[config.mk]
export PLATFORM = sky130hd
export DESIGN_NAME = kc3_queue
export DESIGN_NICKNAME = d
export VERILOG_FILES = /design/src/sv/assert_macros.svh /design/src/sv/kc3_pkg.sv /design/src/sv/kc3_queue.sv
export SDC_FILE = /design/constraint.sdc
export NUM_CORES = 1
export LEC_CHECK = 0
export BUFFER_PORTS_ARGS = -buffer_cell sky130_fd_sc_hd__buf_4
export CAP_MARGIN = 40
export CORE_MARGIN = 5
export CORE_UTILIZATION = 45
export CTS_CLUSTER_SIZE = 30
export DETAILED_ROUTE_END_ITERATION = 8
export GPL_ROUTABILITY_DRIVEN = 1
export HOLD_SLACK_MARGIN = 0.12
export PLACE_DENSITY = 0.66
export SYNTH_ARGS = -nofsm -noshare
export SYNTH_HDL_FRONTEND = slang
export SYNTH_SLANG_ARGS = --single-unit
[constraint.sdc]
create_clock -name clk -period 3.9 [get_ports clk]
set_clock_uncertainty 0.2 [all_clocks]
set_input_delay 0.39 -clock clk [delete_from_list [all_inputs] [get_ports clk]]
set_output_delay 0.39 -clock clk [all_outputs]
set_load 0.03 [all_outputs]
[src/sv/assert_macros.svh]
// assertion helpers, compiled out for synthesis
`ifndef ASSERT_MACROS_SVH
`define ASSERT_MACROS_SVH

`ifndef SYNTHESIS

`define ASSERT_ALWAYS(lbl, clk, rst, prop) \
  lbl: assert property (@(posedge clk) disable iff (rst) (prop)) \
    else $error("%m: assertion failed");

`define ASSERT_NEXT(lbl, clk, rst, pre, post) \
  lbl: assert property (@(posedge clk) disable iff (rst) (pre) |=> (post)) \
    else $error("%m: assertion failed");

`else

`define ASSERT_ALWAYS(lbl, clk, rst, prop)

`define ASSERT_NEXT(lbl, clk, rst, pre, post)

`endif

`endif

[src/sv/kc3_pkg.sv]
package kc3_pkg;

  localparam int MAX_WIDTH   = 1024;
  localparam int ADDR_W      = $clog2(MAX_WIDTH);
  localparam int QUEUE_DEPTH = 4;
  localparam int QPTR_W      = $clog2(QUEUE_DEPTH);
  localparam int QLVL_W      = $clog2(QUEUE_DEPTH + 1);
  localparam int ROW_W       = 13;
  localparam int PEND_W      = 11;

  localparam logic [1:0] REG_KERNEL_MODE  = 2'd0;
  localparam logic [1:0] REG_FRAME_WIDTH  = 2'd1;
  localparam logic [1:0] REG_FRAME_HEIGHT = 2'd2;

  localparam logic [1:0] MODE_BLUR    = 2'd0;
  localparam logic [1:0] MODE_SHARPEN = 2'd1;
  localparam logic [1:0] MODE_SOBEL   = 2'd2;

  localparam logic [10:0] WIDTH_RESET  = 11'd320;
  localparam logic [11:0] HEIGHT_RESET = 12'd240;

  typedef struct packed {
    logic [7:0] pixel;
    logic       flush;
  } in_t;

  typedef struct packed {
    logic signed [14:0] filtered;
    logic [7:0]         display_level;
    logic               frame_end;
  } out_t;

  typedef struct packed {
    logic [10:0] frame_width;
    logic [11:0] frame_height;
  } geom_t;

  typedef struct packed {
    logic [2:0][2:0][7:0] taps;
    logic                 frame_end;
  } win_t;

endpackage

[src/sv/kc3_queue.sv]
module kc3_queue import kc3_pkg::*; (
  input  logic              clk,
  input  logic              rst,
  input  logic              push,
  input  win_t              wr_entry,
  input  logic              pop,
  output win_t              head,
  output logic [QLVL_W-1:0] level
);

  win_t              slots [QUEUE_DEPTH];
  logic [QPTR_W-1:0] wr_ptr;
  logic [QPTR_W-1:0] rd_ptr;

  always_ff @(posedge clk) begin
    if (push) begin
      slots[wr_ptr] <= wr_entry;
    end
  end

  always_ff @(posedge clk) begin
    if (rst) begin
      wr_ptr <= '0;
      rd_ptr <= '0;
      level  <= '0;
    end else begin
      if (push) begin
        wr_ptr <= (wr_ptr == QPTR_W'(QUEUE_DEPTH - 1)) ? '0 : wr_ptr + QPTR_W'(1);
      end
      if (pop) begin
        rd_ptr <= (rd_ptr == QPTR_W'(QUEUE_DEPTH - 1)) ? '0 : rd_ptr + QPTR_W'(1);
      end
      level <= level + QLVL_W'(push) - QLVL_W'(pop);
    end
  end

  assign head = slots[rd_ptr];

endmodule

==> key figures <==
Status
  – Status: finished clean

Place
  – Post-DP HPWL: 11.96 mm
  – Routability Congestion: 0.7015
  – I/O Buffers: 152

Floorplan
  – Die Y-Extent: 166.7 microns
  – Area of the die: 27770 sq um
  – Top Ports: 153
  – Row cnt: 57
  – Core box area: 24250 sq um
  – Die width: 166.7 microns
  – Initial Utilization: 45.54%

Pwr
  – Power share of the sequential group: 50.6%
  – Leak: 0.004904 uW
  – VDD IR max: 0.3822 mV
  – Combinational Power Share: 12.2%
  – Power Internal: 5741 uW
  – Switching Share: 22.54%
  – NetSw: 1671 uW
  – Clock power frac: 37.2%
  – Power Density: 518.0 nW/um^2

GRT
  – First-pass GRT wire length: 32.24 mm
  – Initial antenna violation count: 0
  – Gr ovfl total: 0
  – Largest net degree at the start of global routing: 51
  – Vias in the first global route: 5668
  – GRT Util Overall: 14.72%

Yosys
  – Syn. warnings: 0
  – Mean Syn Cell Area: 26.23 sq um
  – Syn Std Cell Area: 11040 sq um
  – Simple-Gate Fraction of Synth Area: 0.6911%
  – Syn Inst Count: 421
  – Post-synthesis sequential area ratio: 81.03%
  – Syn nets: 506
  – Largest family of logic cells by synthesized area: multiplexers
  – FF+latch count, synth: 301
  – Mux cell area share after synthesis: 15.10%
  – Adder-cell area share of the yosys netlist: 0.9744%
  – XOR/XNOR share of the synthesized area: 0.2039%
  – Count of cell types in the netlist: 19
  – Post-synthesis compound-gate area fraction: 0.09064%

Setup path
  – CP arrival: 2.53 ns
  – Slowest Stage Delay on Critical Path: 0.77 ns
  – Cell mode on critical path: buf_4
  – R2R Setup Slk: 1.90 ns
  – Crit start category: flip-flop
  – Setup CP Type: flip-flop to output pin
  – Worst-path maximum fanout: 30
  – Crit-path slowest cell: dfxtp_4
  – Worst r2r src: wr_ptr[0]
  – Worst setup EP type: output pin
  – Critical-path cell list: buf_4 -> mux4_2 -> buf_4
  – CP required: 3.31 ns

Routing
  – Via count: 5189
  – WL/cell: 20.10 microns
  – DRC: 0
  – Via-per-instance ratio: 5.092
  – Routed Antenna Nets: 0
  – First drt pass iteration count: 4
  – Post-Route WL: 20.48 mm
  – DR iter-0 viols: 217

Cells and area
  – Final layout net count: 758
  – Layout area overhead: 29.56%
  – Share of cells above drive strength 1: 40.58%
  – Post-layout util: 59.00%
  – Number of diodes: 0

Job
  – Max Cap Viol: 0

Clock network
  – CTS tree: done
  – Clock Sinks: 301
  – Post-CTS Setup Bufs: 0
  – # resized after CTS: 0
  – Worst-Skew Late Latency: 0.53 ns
  – Clock Tree Root: clkbuf_16
  – Longest Clk Path Bufs: 3
  – Num CTS Buffers: 30
  – H-tree lvl count: 1
  – Clock-pin slew on the worst setup and hold paths: 0.06 ns

STA
  – Tcrit/Tclk final: 80.01%
  – Final setup vio count: 0
  – Relative slew slack: 57.21%
  – Setup_tns: 0 ns
  – Final min period: 3.120 ns
  – Fmax: 0.3205 GHz
  – RSZ-0062 raised after global routing: no
  – Worst slew pin tran: 0.6418 ns
  – Final Hold Viols: 0
  – Final Slew Violations: 0

Worst hold path
  – Min-delay src: rd_ptr[1]
  – Hold WC Path Type: flip-flop to flip-flop
metrics by stage:
step | setup WS [ns] | instances | instance area (sq um) | total power, uW | hold WS, ns
2_1_floorplan | 1.016 | 421 | 11040 | 4338 | 0.2567
3_3_place_gp | 1.266 | 883 | 12440 | 4637 | 0.2733
3_5_place_dp | 1.237 | 888 | 12580 | 4676 | 0.3353
4_1_cts | 0.6536 | 1019 | 14310 | 7502 | 0.3371
5_1_grt | 0.5420 | 1019 | 14310 | 7710 | 0.3770
6_report | 0.7796 | 1019 | 14310 | 7412 | 0.3400
layout by cell type, fill, tap and decap left out:
| cell | Yosys | final |
|---|---|---|
| clkinv_2 | 0 | 8 |
| clkinv_4 | 0 | 1 |
| inv_1 | 5 | 5 |
| buf_16 | 0 | 5 |
| clkbuf_1 | 0 | 1 |
| xnor3_1 | 1 | 1 |
| buf_12 | 7 | 1 |
| clkbuf_16 | 0 | 31 |
| dfxtp_4 | 0 | 2 |
| fa_1 | 1 | 1 |
| nor2_1 | 4 | 4 |
| mux4_2 | 72 | 72 |
| or3b_2 | 2 | 2 |
| nand2b_1 | 2 | 2 |
| mux4_1 | 1 | 1 |
| dfxtp_1 | 9 | 7 |
| nor2b_1 | 1 | 1 |
| edfxtp_1 | 292 | 292 |
| and2_4 | 0 | 4 |
| bufinv_16 | 0 | 3 |
| dlygate4sd3_1 | 0 | 77 |
| buf_4 | 0 | 153 |
| a21oi_1 | 2 | 2 |
| mux2i_1 | 2 | 2 |
| ha_1 | 7 | 7 |
| clkinv_1 | 0 | 10 |
worst max-delay path: cells and delay by family, from the launching register on:
family | cells | cell delay, ns
DFF | 1 | 0.77
buffers and inverters | 2 | 0.65
muxes | 1 | 0.57
cell families after synthesis:
family | Yosys count
AOI/OAI and AO/OA | 2
xor gates and xnor gates | 1
adders and majority gates | 8
buffers and inverters | 21
DFF | 301
muxes | 75
and+or+nand+nor | 13
layout make-up:
class | count | area (sq um)
tap | 324 | 405.4
clock inverter | 22 | 176.4
timing repair buffer | 236 | 2077
inverter | 5 | 18.77
fill | 1799 | 9941
clock buffer | 32 | 779.5
sequential | 301 | 8956
multi-input combinational | 99 | 1894
sequential cells by signal, summed over array words and instances, names as in the netlist, named ones only:
name and cells:
level 3, rd_ptr 2, slots 292, wr_ptr 2
power groups by stage:
stage | registers [uW] | logic [uW] | clock network, uW
CTS | 3750 | 919 | 2830
global route | 3760 | 956 | 2990
detailed placement | 3820 | 852 | 0
floorplan | 3810 | 524 | 0
global placement | 3830 | 806 | 0
finish | 3750 | 902 | 2760
final timing paths:
| check | to | depth (start not counted) |
|---|---|---|
| max | head[39] | 3 |
| max reg2reg | slots[3][24] | 3 |
| min reg2reg | flip-flop | 2 |
| min | flip-flop | 2 |
cells in the mapped netlist:
| library cell | instances | area share (%) |
|---|---|---|
| inv_1 | 5 | 0.17 |
| edfxtp_1 | 292 | 79 |
| mux2i_1 | 2 | 0.18 |
| ha_1 | 7 | 0.79 |
| dfxtp_1 | 9 | 1.6 |
| buf_2 | 7 | 0.32 |
| nor2_1 | 4 | 0.14 |
| and2_1 | 4 | 0.23 |
| buf_6 | 1 | 0.10 |
| clkbuf_2 | 1 | 0.045 |
| mux4_1 | 1 | 0.24 |
| fa_1 | 1 | 0.18 |
| nand2b_1 | 2 | 0.11 |
| a21oi_1 | 2 | 0.091 |
| or3b_2 | 2 | 0.16 |
| mux4_2 | 72 | 15 |
| xnor3_1 | 1 | 0.20 |
| nor2b_1 | 1 | 0.057 |
| buf_12 | 7 | 1.3 |
per-layer routing:
| layer | vias up | part of all wire [%] | track usage [%] |
|---|---|---|---|
| met1 | 2690 | 40 | 18.54 |
| met2 | 152 | 52 | 25.92 |
| met4 | 0 | 2.0 | 3.842 |
| met5 | - | 0 | 0 |
| li1 | 2317 | - | - |
| met3 | 30 | 5.8 | 3.484 |
repair_timing:
item / 4_1_cts / 5_1_grt
endpoints found under the setup margin: 0 / 0
endpoints found under the hold margin: 301 / 0
hold buffers: 77 / 0
(Power assumes the default switching activity.)
