File: src/sv/assert_macros.svh
// assertion helpers, compiled out for synthesis
`ifndef ASSERT_MACROS_SVH
`define ASSERT_MACROS_SVH

`ifndef SYNTHESIS

`define ASSERT_ALWAYS(lbl, clk, rst, prop) \
  lbl: assert property (@(posedge clk) disable iff (rst) (prop)) \
    else $error("%m: assertion failed");

`define ASSERT_NEXT(lbl, clk, rst, pre, post) \
  lbl: assert property (@(posedge clk) disable iff (rst) (pre) |=> (post)) \
    else $error("%m: assertion failed");

`else

`define ASSERT_ALWAYS(lbl, clk, rst, prop)

`define ASSERT_NEXT(lbl, clk, rst, pre, post)

`endif

`endif

File: src/sv/kc3_pkg.sv
package kc3_pkg;

  localparam int MAX_WIDTH   = 1024;
  localparam int ADDR_W      = $clog2(MAX_WIDTH);
  localparam int QUEUE_DEPTH = 4;
  localparam int QPTR_W      = $clog2(QUEUE_DEPTH);
  localparam int QLVL_W      = $clog2(QUEUE_DEPTH + 1);
  localparam int ROW_W       = 13;
  localparam int PEND_W      = 11;

  localparam logic [1:0] REG_KERNEL_MODE  = 2'd0;
  localparam logic [1:0] REG_FRAME_WIDTH  = 2'd1;
  localparam logic [1:0] REG_FRAME_HEIGHT = 2'd2;

  localparam logic [1:0] MODE_BLUR    = 2'd0;
  localparam logic [1:0] MODE_SHARPEN = 2'd1;
  localparam logic [1:0] MODE_SOBEL   = 2'd2;

  localparam logic [10:0] WIDTH_RESET  = 11'd320;
  localparam logic [11:0] HEIGHT_RESET = 12'd240;

  typedef struct packed {
    logic [7:0] pixel;
    logic       flush;
  } in_t;

  typedef struct packed {
    logic signed [14:0] filtered;
    logic [7:0]         display_level;
    logic               frame_end;
  } out_t;

  typedef struct packed {
    logic [10:0] frame_width;
    logic [11:0] frame_height;
  } geom_t;

  typedef struct packed {
    logic [2:0][2:0][7:0] taps;
    logic                 frame_end;
  } win_t;

endpackage

File: src/sv/kc3_back.sv
module kc3_back import kc3_pkg::*; (
  input  logic       clk,
  input  logic       rst,
  input  logic [1:0] mode,
  input  win_t       head,
  input  logic       head_valid,
  output logic       head_take,
  input  logic       pop,
  output logic       empty,
  output out_t       result
);

  logic signed [15:0] a00, n, w, c, e, s, a22;
  logic signed [15:0] blur;
  logic signed [15:0] sharp;
  logic signed [15:0] gsum;
  logic signed [15:0] gabs;
  logic signed [15:0] f;
  logic [7:0]         disp;
  logic               out_valid;

  assign a00 = $signed({8'd0, head.taps[0][0]});
  assign n   = $signed({8'd0, head.taps[0][1]});
  assign w   = $signed({8'd0, head.taps[1][0]});
  assign c   = $signed({8'd0, head.taps[1][1]});
  assign e   = $signed({8'd0, head.taps[1][2]});
  assign s   = $signed({8'd0, head.taps[2][1]});
  assign a22 = $signed({8'd0, head.taps[2][2]});

  assign blur  = (c <<< 2) + n + s + e + w;
  assign sharp = ((c <<< 2) + c - n - s - e - w) <<< 3;
  assign gsum  = ((e + s + a22) - (a00 + n + w)) <<< 1;
  assign gabs  = gsum[15] ? -gsum : gsum;

  always_comb begin
    case (mode)
      MODE_BLUR:    f = blur;
      MODE_SHARPEN: f = sharp;
      MODE_SOBEL:   f = gabs <<< 2;
      default:      f = blur;
    endcase
  end

  always_comb begin
    if (f[15]) begin
      disp = 8'd0;
    end else if (f[15:3] > 13'd255) begin
      disp = 8'd255;
    end else begin
      disp = f[10:3];
    end
  end

  assign head_take = head_valid && (!out_valid || pop);
  assign empty     = !out_valid;

  always_ff @(posedge clk) begin
    if (rst) begin
      out_valid <= 1'b0;
    end else if (head_take) begin
      out_valid <= 1'b1;
    end else if (pop) begin
      out_valid <= 1'b0;
    end
  end

  always_ff @(posedge clk) begin
    if (head_take) begin
      result.filtered      <= f[14:0];
      result.display_level <= disp;
      result.frame_end     <= head.frame_end;
    end
  end

endmodule

File: config.mk
export PLATFORM = sky130hd
export DESIGN_NAME = kc3_back
export DESIGN_NICKNAME = d
export VERILOG_FILES = /design/src/sv/assert_macros.svh /design/src/sv/kc3_pkg.sv /design/src/sv/kc3_back.sv
export SDC_FILE = /design/constraint.sdc
export NUM_CORES = 1
export LEC_CHECK = 0
export BUFFER_PORTS_ARGS = -buffer_cell sky130_fd_sc_hd__buf_2
export CAP_MARGIN = 20
export CORE_UTILIZATION = 62
export DETAILED_ROUTE_END_ITERATION = 7
export PLACE_DENSITY = 0.95
export SLEW_MARGIN = 20
export SYNTH_ARGS = -nofsm -noshare
export SYNTH_HDL_FRONTEND = slang
export SYNTH_SLANG_ARGS = --single-unit
File: constraint.sdc
create_clock -name clk -period 12.7 [get_ports clk]
set_clock_uncertainty 0.1 [all_clocks]
set_input_delay 1.905 -clock clk [delete_from_list [all_inputs] [get_ports clk]]
set_output_delay 1.905 -clock clk [all_outputs]
set_load 0.005 [all_outputs]
==> impl_metrics.toml, run 1 <==
[sta]
setup_violations = 0
fmax_mhz = 139
rsz0062_at_grt = "no"
hold_slack_ns = 0.493
timing.final.crit_share_pct = 56.8
timing.final.crit_period_ns = 7.22
setup_tns_ns = 0
worst_pin_slew_ns = 0.806
slew_violations = 0
hold_viol = 0
slew_headroom_pct = 45.7
setup_ws_ns = 5.48

[worst_setup_path]
worst-path-buf-inv = 3
crit_path_start_kind = "input pin"
cpLargestDelayFamily = "compound AO/OA/AOI/OAI gates"
crit_type = "input pin to flop"
crit_slowest_cell = "fa_1"
critPathMostFrequentCell = "fa_1"
critPathMaxStageDelay_ns = 0.52
critPathCaptureType = "flop"
critical_path_required_ns = 12.58
cp_data_arrival_time_ns = 7.10
path_cells = "buf_2 > inv_1 > fa_1 > inv_1 > fa_1 > a21o_1 > a21oi_1 > o21bai_1 > a21oi_1 > xnor2_1 > fa_1 > ha_1 > nand4_1 > a211oi_1 > o211ai_1 > and3_1 > mux2i_1 > o31ai_4 > a211oi_2 > a31oi_1"
critical_path_peak_fanout = 8

[logic_synthesis]
netlist_area_mm2 = 0.00503
synth_cell_types = 59
synthFlopType = "edfxtp_1"
synth_fa_ha_area_share_pct = 43.7
synthXorXnorAreaFrac_pct = 5.55
synth_top_family_by_area = "adder cells"
synth-edff-count = 24
postSynthAreaPerCell_um2 = 9.49
ys_seq_elements = 25
synthCells = 530
synth_compound_area_share_pct = 15.0
synth_nets = 739
muxShareOfSynthArea_pct = 1.19
synth_warnings = 0
ys_seq_area_share_pct = 14.7
ys_top_cells_by_area = "fa_1 30%, edfxtp_1 14%, ha_1 13%"
synth_area_leader_cell = "fa_1"
synth-simple-area-share_pct = 8.41
synth_top_area_share_pct = 30.3
synthArstFlopShare_pct = 0

[flow_run]
drv_cap = 0

[grt]
overflow = 0
grt_start_max_net_pins = 26
antenna_found_initial = 0
grt_pass1_vias = 4428
grt_usage_pct = 29.4
grt_pass1_wl_um = 19500

[die]
rows = 32
die_w_um = 92.1
design.core.area_mm2 = 0.00777
io_pins = 105
die_area_mm2 = 0.00848
start_util_pct = 64.7
dieHeight_um = 92.1

[clocking]
cts_tree = "done"
postCtsHoldBufs = 0
cts_root_buf = "clkbuf_8"
cts_resized = 0
clock_path_buffers = 2
postCtsSetupBuffers = 0
cts_inserted_buffers = 3
htree_levels = 1
insertion_delay_ns = 0.26
clk_pin_slew_ns = 0.08
cts_sinks = 25

[place]
dp.cells = 716
gp_congestion = 0.896
post-place-ws_ns = 5.41
dpl.hpwl_um = 10400
place_area_mm2 = 0.00558
io_buffers = 88

[drt]
drc = 0
wl_per_cell_um = 16.6
drt_pre_antenna_iters = 7
route.antenna.remaining_nets = 0
wirelength_um = 11900
vias_per_cell = 5.77
num_vias = 4152
initialDrtViolationCount = 214

[layout]
num_antenna_cells = 0
fin_cells = 720
fill_cells = 553
fin_nets = 828
syn2layout_area_growth_pct = 11.9
final_area_mm2 = 0.00563
drive_above_1_share_pct = 17.2

[power]
p_sw_uw = 589
power_frac_comb_pct = 83.5
ir_worst_vdd_mv = 0.110
power_density_mw_per_mm2 = 203
seq_power_share_pct = 12.6
switching_share_pct = 51.5
p_clk_share_pct = 3.9
leakagePower_nw = 2.95
internal_power_uw = 555

[min_path]
hold_path.class = "flop to flop"

[run_status]
status = "finished clean"
==> cell usage after synthesis (2+ instances only) <==
library cell    n
or4_1           2
a21o_1         11
and3_1          4
a211oi_1        4
o21bai_1        6
clkbuf_1        2
a31oi_1        12
nor2_1         17
and2_1          4
a21oi_1        29
ha_1           54
nand2_1        20
nand4b_1        2
edfxtp_1       24
nor2b_1         3
o21a_1          7
o211ai_1        3
inv_1         146
nand4_1         4
o22ai_1         5
mux2i_1         6
xnor2_1        17
nand3_1         7
nand3b_1        2
or2_2           3
nor3_1          6
o2111ai_1       2
a22o_1          2
o21ai_0         8
xor2_1         13
a41oi_1         2
fa_1           76
==> placed cells by master (no fill, tap or decap), types with 12 or more instances in the layout <==
| cell | netlist | layout |
|---|---|---|
| xor2_1 | 13 | 13 |
| inv_1 | 146 | 146 |
| edfxtp_1 | 24 | 24 |
| ha_1 | 54 | 54 |
| nor2_1 | 17 | 17 |
| xnor2_1 | 17 | 17 |
| fa_1 | 76 | 76 |
| buf_2 | 0 | 88 |
| a21oi_1 | 29 | 29 |
| a31oi_1 | 12 | 12 |
| nand2_1 | 20 | 20 |
==> routing by layer <==
layer  share of wire [%]  wire (um)  vias up  GRT usage (%)
li1                    -          -     1905              -
met5                   0          0        -              0
met3                 5.4        640       52           3.23
met1                  37       4370     2004           33.0
met4                 4.5        534        0           11.2
met2                  53       6370      191           56.3
==> registers in the layout, summed over array words and instances (netlist names) <==
register,count
result,24
out_valid,1
==> power by group through the flow <==
stage	logic [mW]	clock network [mW]	registers, mW
floorplan	0.699	0	0.150
global placement	0.886	0	0.144
finish	0.955	0.0448	0.144
CTS	0.935	0.0452	0.144
detailed placement	0.926	0	0.145
global route	1.05	0.0491	0.146
==> layout make-up <==
type | count | area [um^2] | share of cell area, %
well taps | 102 | 128 | 2.27
inverters | 146 | 548 | 9.74
clock buffers | 4 | 45.0 | 0.801
flip-flops and latches | 25 | 741 | 13.2
multi-input cells | 355 | 3720 | 66.2
repair buffers | 88 | 440 | 7.83
==> stage by stage <==
step	power, mW	utilization (%)
after floorplan	0.849	-
after global placement	1.03	71.8
after detailed placement	1.07	71.9
after CTS	1.12	72.4
after global routing	1.24	72.4
final	1.14	72.4
==> worst paths after layout <==
check                           slack, ns  cells past startpoint       from         to
worst max-delay path                 5.48                     20   head[33]  result[2]
worst min-delay path                 0.49                      2  out_valid  out_valid
worst max register to register      11.22                      1  out_valid  result[2]
worst min register to register       0.49                      2  out_valid  out_valid
==> cells by family (layout without fill, tap and decap cells) <==
kind of cell / Yosys count / in the layout
buffers and inverters: 150 / 238
adders and majority gates: 130 / 130
AOI/OAI and AO/OA: 107 / 107
and+or+nand+nor: 81 / 81
xor gates and xnor gates: 31 / 31
DFF: 25 / 25
muxes: 6 / 6
Power figures use the tool's default switching activity.
==> run 2: changes to the inputs <==
--- a/config.mk
+++ b/config.mk
@@ -7,9 +7,9 @@
 export LEC_CHECK = 0
 export BUFFER_PORTS_ARGS = -buffer_cell sky130_fd_sc_hd__buf_2
 export CAP_MARGIN = 20
-export CORE_UTILIZATION = 62
+export CORE_UTILIZATION = 57
 export DETAILED_ROUTE_END_ITERATION = 7
-export PLACE_DENSITY = 0.95
+export PLACE_DENSITY = 0.91
 export SLEW_MARGIN = 20
 export SYNTH_ARGS = -nofsm -noshare
 export SYNTH_HDL_FRONTEND = slang
==> constraint.sdc (replaced) <==
create_clock -name clk -period 7.32 [get_ports clk]
set_clock_uncertainty 0.1 [all_clocks]
set_input_delay 1.098 -clock clk [delete_from_list [all_inputs] [get_ports clk]]
set_output_delay 1.098 -clock clk [all_outputs]
set_load 0.005 [all_outputs]
==> run 2 against run 1 <==
First-iteration DRC count decreased by 7.0%. Critical path depth unchanged. Die area increased by 8.6%. Clock power increased by 81%. Sequential share of layout area about the same. Largest power group unchanged. Sequential power increased by 73%. Utilization decreased by 5.2 points. Non-clock buffer count increased by 1. Global-route usage decreased by 2.7 points.
==> impl_metrics.toml, run 2 (synthesis gave the netlist of run 1 again) <==
[run_status]
status = "finished clean"

[drt]
drc = 0
vias_per_cell = 5.57
route.antenna.remaining_nets = 0
wirelength_um = 11600
num_vias = 4034
drt_pre_antenna_iters = 4
wl_per_cell_um = 16.0
initialDrtViolationCount = 199

[clocking]
cts_sinks = 25
cts_root_buf = "clkbuf_8"
htree_levels = 1
postCtsHoldBufs = 0
clock_path_buffers = 2
insertion_delay_ns = 0.27
postCtsSetupBuffers = 0
cts_inserted_buffers = 3
cts_tree = "done"
cts_resized = 0
clk_pin_slew_ns = 0.08

[sta]
hold_viol = 0
timing.final.crit_share_pct = 84.2
rsz0062_at_grt = "no"
hold_slack_ns = 0.444
setup_tns_ns = 0
worst_pin_slew_ns = 0.724
timing.final.crit_period_ns = 6.17
fmax_mhz = 162
slew_violations = 0
slew_headroom_pct = 51.8
setup_violations = 0

[die]
rows = 33
die_w_um = 95.9
io_pins = 105
start_util_pct = 60.0
dieHeight_um = 95.9
design.core.area_mm2 = 0.00838
die_area_mm2 = 0.00920

[worst_setup_path]
rrSetupSlack_ns = 6.11
crit_type = "input pin to flop"
worst-path-buf-inv = 3
critPathMaxStageDelay_ns = 0.51
cpLargestDelayFamily = "compound AO/OA/AOI/OAI gates"
path_cells = "buf_2 > inv_1 > fa_1 > inv_1 > fa_1 > a21o_1 > a21oi_1 > o21bai_1 > a21oi_1 > xnor2_1 > fa_1 > ha_1 > nand4_1 > a211oi_1 > o211ai_1 > and3_1 > mux2i_1 > o31ai_4 > a211oi_2 > a31oi_1"
critical_path_peak_fanout = 8
critical_path_required_ns = 7.21
crit_slowest_cell = "fa_1"
crit_path_start_kind = "input pin"
critPathCaptureType = "flop"
cp_data_arrival_time_ns = 6.06
critPathMostFrequentCell = "fa_1"

[place]
place_area_mm2 = 0.00559
dpl.hpwl_um = 10200
io_buffers = 88
gp_congestion = 0.878

[min_path]
hold_path.class = "flop to flop"

[power]
power_density_mw_per_mm2 = 350
leakagePower_nw = 2.95
p_total_mw = 1.97
ir_worst_vdd_mv = 0.161

[layout]
final_area_mm2 = 0.00563
layout_common_cells = "146 x inv_1, 88 x buf_2, 76 x fa_1, 54 x ha_1, 29 x a21oi_1"
num_antenna_cells = 0
multi_input_area_mm2 = 0.00372
reg.largest.list = "result: 24 flops, out_valid: 1 flops"
largest_register = "result"
drive_above_1_share_pct = 17.4
fin_nets = 829
largest_register_ffs = 24
fill_cells = 681
layout_commonest_cell = "inv_1"
syn2layout_area_growth_pct = 12.0
seq_area_um2 = 741

[flow_run]
drv_cap = 0

[grt]
overflow = 0
grt_usage_pct = 26.7
grt_pass1_vias = 4226
grt_start_max_net_pins = 26
antenna_found_initial = 0
grt_pass1_wl_um = 18800
-- run 2: final timing paths --
| path | start | cells past startpoint | endpoint |
|---|---|---|---|
| setup / recovery | head[33] | 20 | result[8] |
| hold reg to reg | out_valid | 2 | out_valid |
| hold / removal | out_valid | 2 | out_valid |
| setup reg to reg | out_valid | 2 | result[17] |
-- run 2: cell type report --
class	instances	share of cell area, %
sequential	25	13.2
timing repair buffer	89	7.95
tap	105	2.33
inverter	146	9.73
clock inverter	1	0.0889
multi-input combinational	355	66.0
clock buffer	3	0.733
-- run 2: worst reg2reg max path, stage by stage, from the launching register on --
cell and delay [ns]:
dfxtp_1 0.34, a21boi_2 0.13, buf_4 0.32
-- run 2: routing by layer --
layer	track usage (%)	part of all wire (%)
met1	31.8	41
met2	50.0	52
met3	2.84	3.5
met4	8.71	3.4
met5	0	0
-- run 2: stage by stage --
step | util (%) | setup slack, ns | instances
detailed placement | 66.6 | 0.971 | 720
finish | 67.2 | 1.15 | 724
floorplan | - | 1.75 | 530
global route | 67.2 | 0.823 | 724
CTS | 67.2 | 1.21 | 724
global placement | 66.6 | 1.09 | 720
-- run 2: where the power goes --
group | total (mW) | switching (mW) | internal, mW
sequential | 0.249 | 0.0118 | 0.238
clock | 0.0812 | 0.0431 | 0.0381
combinational | 1.64 | 0.953 | 0.687
